**src/sv/chct_pkg.sv**
```systemverilog
`timescale 1ns / 1ps
// Shared types and constants for the convex hull cull test block.
// No dependencies; imported by chct_mac and convex_hull_cull_test.
package chct_pkg;

  localparam int MAX_PLANES_DEF = 16;
  localparam int CFG_W          = 5;
  localparam int MASK_W         = 16;
  localparam int MASK_IW        = 4;
  localparam int NRM_W          = 16;
  localparam int POS_W          = 32;
  localparam int PROD_W         = NRM_W + POS_W;
  localparam int ACC_W          = 51;
  localparam int FRAC_SHIFT     = 14;

  // offset term enters the dot product as d * -2^14
  localparam logic signed [NRM_W-1:0] NEG_SCALE = -16'sd16384;

  typedef enum logic [1:0] {
    MODE_LOAD   = 2'd0,
    MODE_SPHERE = 2'd1,
    MODE_BOX    = 2'd2,
    MODE_NONE   = 2'd3
  } mode_t;

  typedef enum logic [2:0] {
    ST_IDLE,
    ST_SCAN,
    ST_MAC,
    ST_DRAIN,
    ST_CHECK,
    ST_DONE
  } state_t;

  typedef struct packed {
    logic [1:0]              mode;
    logic [3:0]              plane_index;
    logic signed [POS_W-1:0] first_x;
    logic signed [POS_W-1:0] first_y;
    logic signed [POS_W-1:0] first_z;
    logic signed [POS_W-1:0] second_x;
    logic signed [POS_W-1:0] second_y;
    logic signed [POS_W-1:0] second_z;
    logic [MASK_W-1:0]       plane_mask;
  } in_word_t;

  typedef struct packed {
    logic              outside;
    logic [MASK_W-1:0] mask_out;
  } out_word_t;

  typedef struct packed {
    logic signed [NRM_W-1:0] nx;
    logic signed [NRM_W-1:0] ny;
    logic signed [NRM_W-1:0] nz;
    logic signed [POS_W-1:0] offset;
  } plane_t;

  localparam int PLANE_W = $bits(plane_t);

  typedef struct packed {
    logic en;
    logic clr;
  } mac_ctl_t;

endpackage

```
**src/sv/chct_mac.sv**
```systemverilog
`timescale 1ns / 1ps
// Shared 16x32 signed multiply-accumulate unit: registered product, then accumulator.
// Depends on chct_pkg.
module chct_mac import chct_pkg::*; (
  input  logic                    clk,
  input  logic                    rst,
  input  mac_ctl_t                ctl,
  input  logic signed [NRM_W-1:0] a,
  input  logic signed [POS_W-1:0] b,
  output logic signed [ACC_W-1:0] acc
);

  logic signed [PROD_W-1:0] prod;
  mac_ctl_t                 ctl_d;

  always_ff @(posedge clk) begin
    if (rst) begin
      ctl_d <= '0;
    end else begin
      ctl_d <= ctl;
    end
  end

  always_ff @(posedge clk) begin
    if (ctl.en) begin
      prod <= PROD_W'(a) * PROD_W'(b);
    end
    if (ctl_d.en) begin
      acc <= (ctl_d.clr ? ACC_W'(0) : acc) + ACC_W'(prod);
    end
  end

endmodule

```
**config.mk**
```make
export PLATFORM = sky130hd
export DESIGN_NAME = chct_mac
export DESIGN_NICKNAME = d
export VERILOG_FILES = /design/src/sv/chct_pkg.sv /design/src/sv/chct_mac.sv
export SDC_FILE = /design/constraint.sdc
export NUM_CORES = 2
export LEC_CHECK = 0
export ABC_CLOCK_PERIOD_IN_PS = 9400
export BUFFER_PORTS_ARGS = -buffer_cell sky130_fd_sc_hd__buf_2
export CAP_MARGIN = 20
export CORE_MARGIN = 2
export CORE_UTILIZATION = 53
export DETAILED_ROUTE_END_ITERATION = 8
export PLACE_DENSITY = 0.71
export SETUP_SLACK_MARGIN = 0.05
export SLEW_MARGIN = 15
export SYNTH_ARGS = -nofsm -noshare
export SYNTH_HDL_FRONTEND = slang
export SYNTH_SLANG_ARGS = --single-unit
```
**constraint.sdc**
```tcl
create_clock -name clk -period 9.4 [get_ports clk]
set_input_delay 1.41 -clock clk [delete_from_list [all_inputs] [get_ports clk]]
set_output_delay 1.41 -clock clk [all_outputs]
set_load 0.03 [all_outputs]
```
==> summary.txt <==
Status
  • Status: complete, no violations

STA
  • Unrepaired setup endpoints after global routing: false
  • Worst slew margin: 48.7%
  • Setup ws final: 1.46 ns
  • Final Hold Vio Count: 0
  • Final period util: 84.4%
  • Fmax: 0.126 GHz
  • # setup viols final: 0
  • Slew @ Worst Pin: 0.769 ns
  • TNS Setup: 0 ns
  • Clock skew: 0.0122 ns
  • Min Tclk post-route: 7.94 ns
  • Final Slew Violations: 0

Die
  • Die height: 217 um
  • # rows: 77
  • DIE AREA: 0.0469 mm^2
  • Total core area: 0.0444 mm^2
  • Die X: 217 um
  • Initial core utilization: 53.9%
  • I/O pins: 103

Global route
  • Total gr overflow: 0
  • Initial antenna violation count: 1
  • GRT Resource Usage Total: 26.6%
  • First-pass GRT wire length: 98,400 um
  • Vias in the first global route: 19,000
  • Largest net degree at the start of global routing: 52

Clock tree
  • Sink Count: 101
  • Total setup buffers inserted after CTS: 0
  • Cts repair resizes: 0
  • H-tree depth: 3
  • Cts bufs inserted: 9
  • Hold buffers post-CTS: 0
  • CTS Buffer Depth: 2
  • CTS tree: done
  • Root buffer cell: clkbuf_16
  • Clk pin slew, worst setup/hold paths: 0.07 ns
  • Clock insertion delay at the later pin of the skew report: 0.36 ns

Detailed routing
  • Vias: 17,400
  • Antenna Nets Post-Route: 0
  • Initial drt markers: 1,289
  • Post-Route WL: 59,000 um
  • Routed length per instance: 18.5 um
  • DR DRC count: 0
  • Drt first pass iters: 6
  • Vias per cell: 5.45

Synthesis
  • Register area share after synthesis: 12.6%
  • Syn Inst Count: 2,584
  • Mapped Nets: 3,287
  • Number of synthesized flops with an enable pin: 99
  • Synth cell types: 69
  • Synth Register Bits: 101
  • Dominant synthesized flop cell: edfxtp_1
  • Synthesized area per cell: 9.27 um^2
  • Synth Cell Area: 0.0240 mm^2
  • Async set or reset register ratio after synthesis: 0%
  • Synth Warn #: 0

Final layout
  • Layout cell share with drive strength beyond 1: 5.69%
  • Fin util: 56.6%
  • Most common cell after layout, fill and taps aside: inv_1
  • Area delta synth->final: 5.02%
  • Fin nets: 3,298
  • Most frequent cells in the layout: inv_1, fa_1, nand2_1, and2_1, ha_1
  • # diodes: 0

Critical path
  • R2r endpoint: acc[49]$_DFFE_PP_
  • Crit Path Max Fanout: 18
  • Worst R2R Start: ctl_d[0]$_SDFF_PP0_
  • CP startpoint kind: primary input
  • Crit end category: flop
  • WP data required: 9.51 ns
  • Reg2reg setup slack: 5.50 ns
  • Critical path class: in2reg
  • Critical Path AT: 8.05 ns
  • Reg2reg path depth: 13

Run
  • Max-Cap Viols: 0

Place
  • Placer Congestion: 0.922
  • Detailed Place HPWL: 47,300 um
  • # port buffers: 102
  • Setup WS pre-CTS: 1.15 ns

Min path
  • Hold path endpoint: acc[0]$_DFFE_PP_
  • Hold-critical path depth: 1
  • HP Class: reg2reg
  • Min-delay src: prod[0]$_DFFE_PP_
==> Yosys cell counts, types with 31 or more instances <==
cell type | number | area, um^2
a21oi_1 | 83 | 415
edfxtp_1 | 99 | 2970
fa_1 | 487 | 9750
o21ai_0 | 51 | 255
a21o_1 | 49 | 368
nor2_1 | 64 | 240
clkbuf_1 | 106 | 398
xor2_1 | 31 | 272
xnor2_1 | 68 | 596
inv_1 | 581 | 2180
ha_1 | 164 | 2050
nor2b_1 | 57 | 357
and2_1 | 203 | 1270
nand2_1 | 335 | 1260
==> area by class of cell <==
cell class | instances | area [um^2]
Fill cell | 3924 | 19300
Multi-Input combinational cell | 1793 | 18300
Sequential cell | 101 | 3010
Inverter | 582 | 2180
Tap cell | 592 | 741
Timing Repair Buffer | 108 | 568
Clock buffer | 10 | 229
Clock inverter | 6 | 72.6
==> registers in the layout (all words and copies together) (netlist names) <==
signal  flops
ctl_d       2
prod       48
acc        51
==> through the flow <==
step	hold WS (ns)	cell area, um^2	instances
floorplan	0.526	24000	2584
global placement	0.537	24800	3175
detailed placement	0.548	24800	3175
CTS	0.564	25100	3191
global route	0.590	25200	3192
finish	0.565	25200	3192
==> per-layer routing <==
| layer | routed length, um | up-vias | share of wire, % | track usage [%] |
|---|---|---|---|---|
| li1 | - | 7890 | - | - |
| met1 | 26200 | 8707 | 44 | 37.1 |
| met3 | 5340 | 105 | 9.1 | 6.27 |
| met2 | 26300 | 697 | 45 | 41.8 |
| met5 | 13 | - | 0.022 | 0 |
| met4 | 1170 | 2 | 2.0 | 7.05 |
==> cell families (layout without fill, tap and decap cells) <==
logic type,Yosys count,in the layout,synth area share [%]
compound gates,302,302,8.47
xor+xnor,99,99,3.62
fa+ha+maj,651,651,49.3
buf+inv,690,706,10.8
flops,101,101,12.6
mux,1,1,0.0470
simple gates,740,740,15.2
==> critical path: stages <==
cell and delay, ns:
buf_2 0.16, clkinv_1 0.59, nor2_1 0.35, fa_1 0.47, fa_1 0.51, fa_1 0.43, fa_1 0.49, fa_1 0.50
inv_1 0.05, fa_1 0.56, inv_1 0.07, ha_1 0.35, a21oi_1 0.27, o21ai_0 0.22, a221oi_1 0.45, o31ai_1 0.20
a31oi_1 0.44, o21ai_1 0.15, nand4_1 0.13, a31oi_1 0.11, xor2_1 0.15
==> how the worst max path moves through the flow <==
stage | start | to | slack, ns
after floorplan | a[7] | prod[47]$_DFFE_PP_ | 2.21
after global placement | a[8] | prod[47]$_DFFE_PP_ | 1.26
after detailed placement | a[15] | prod[47]$_DFFE_PP_ | 1.15
after CTS | a[15] | prod[47]$_DFFE_PP_ | 1.54
after global routing | a[8] | prod[47]$_DFFE_PP_ | 1.16
final | a[15] | prod[41]$_DFFE_PP_ | 1.46
Power is left out: the tool's default activity adds up to more than one toggle a clock period on the data nets, which glitch-free logic cannot reach.
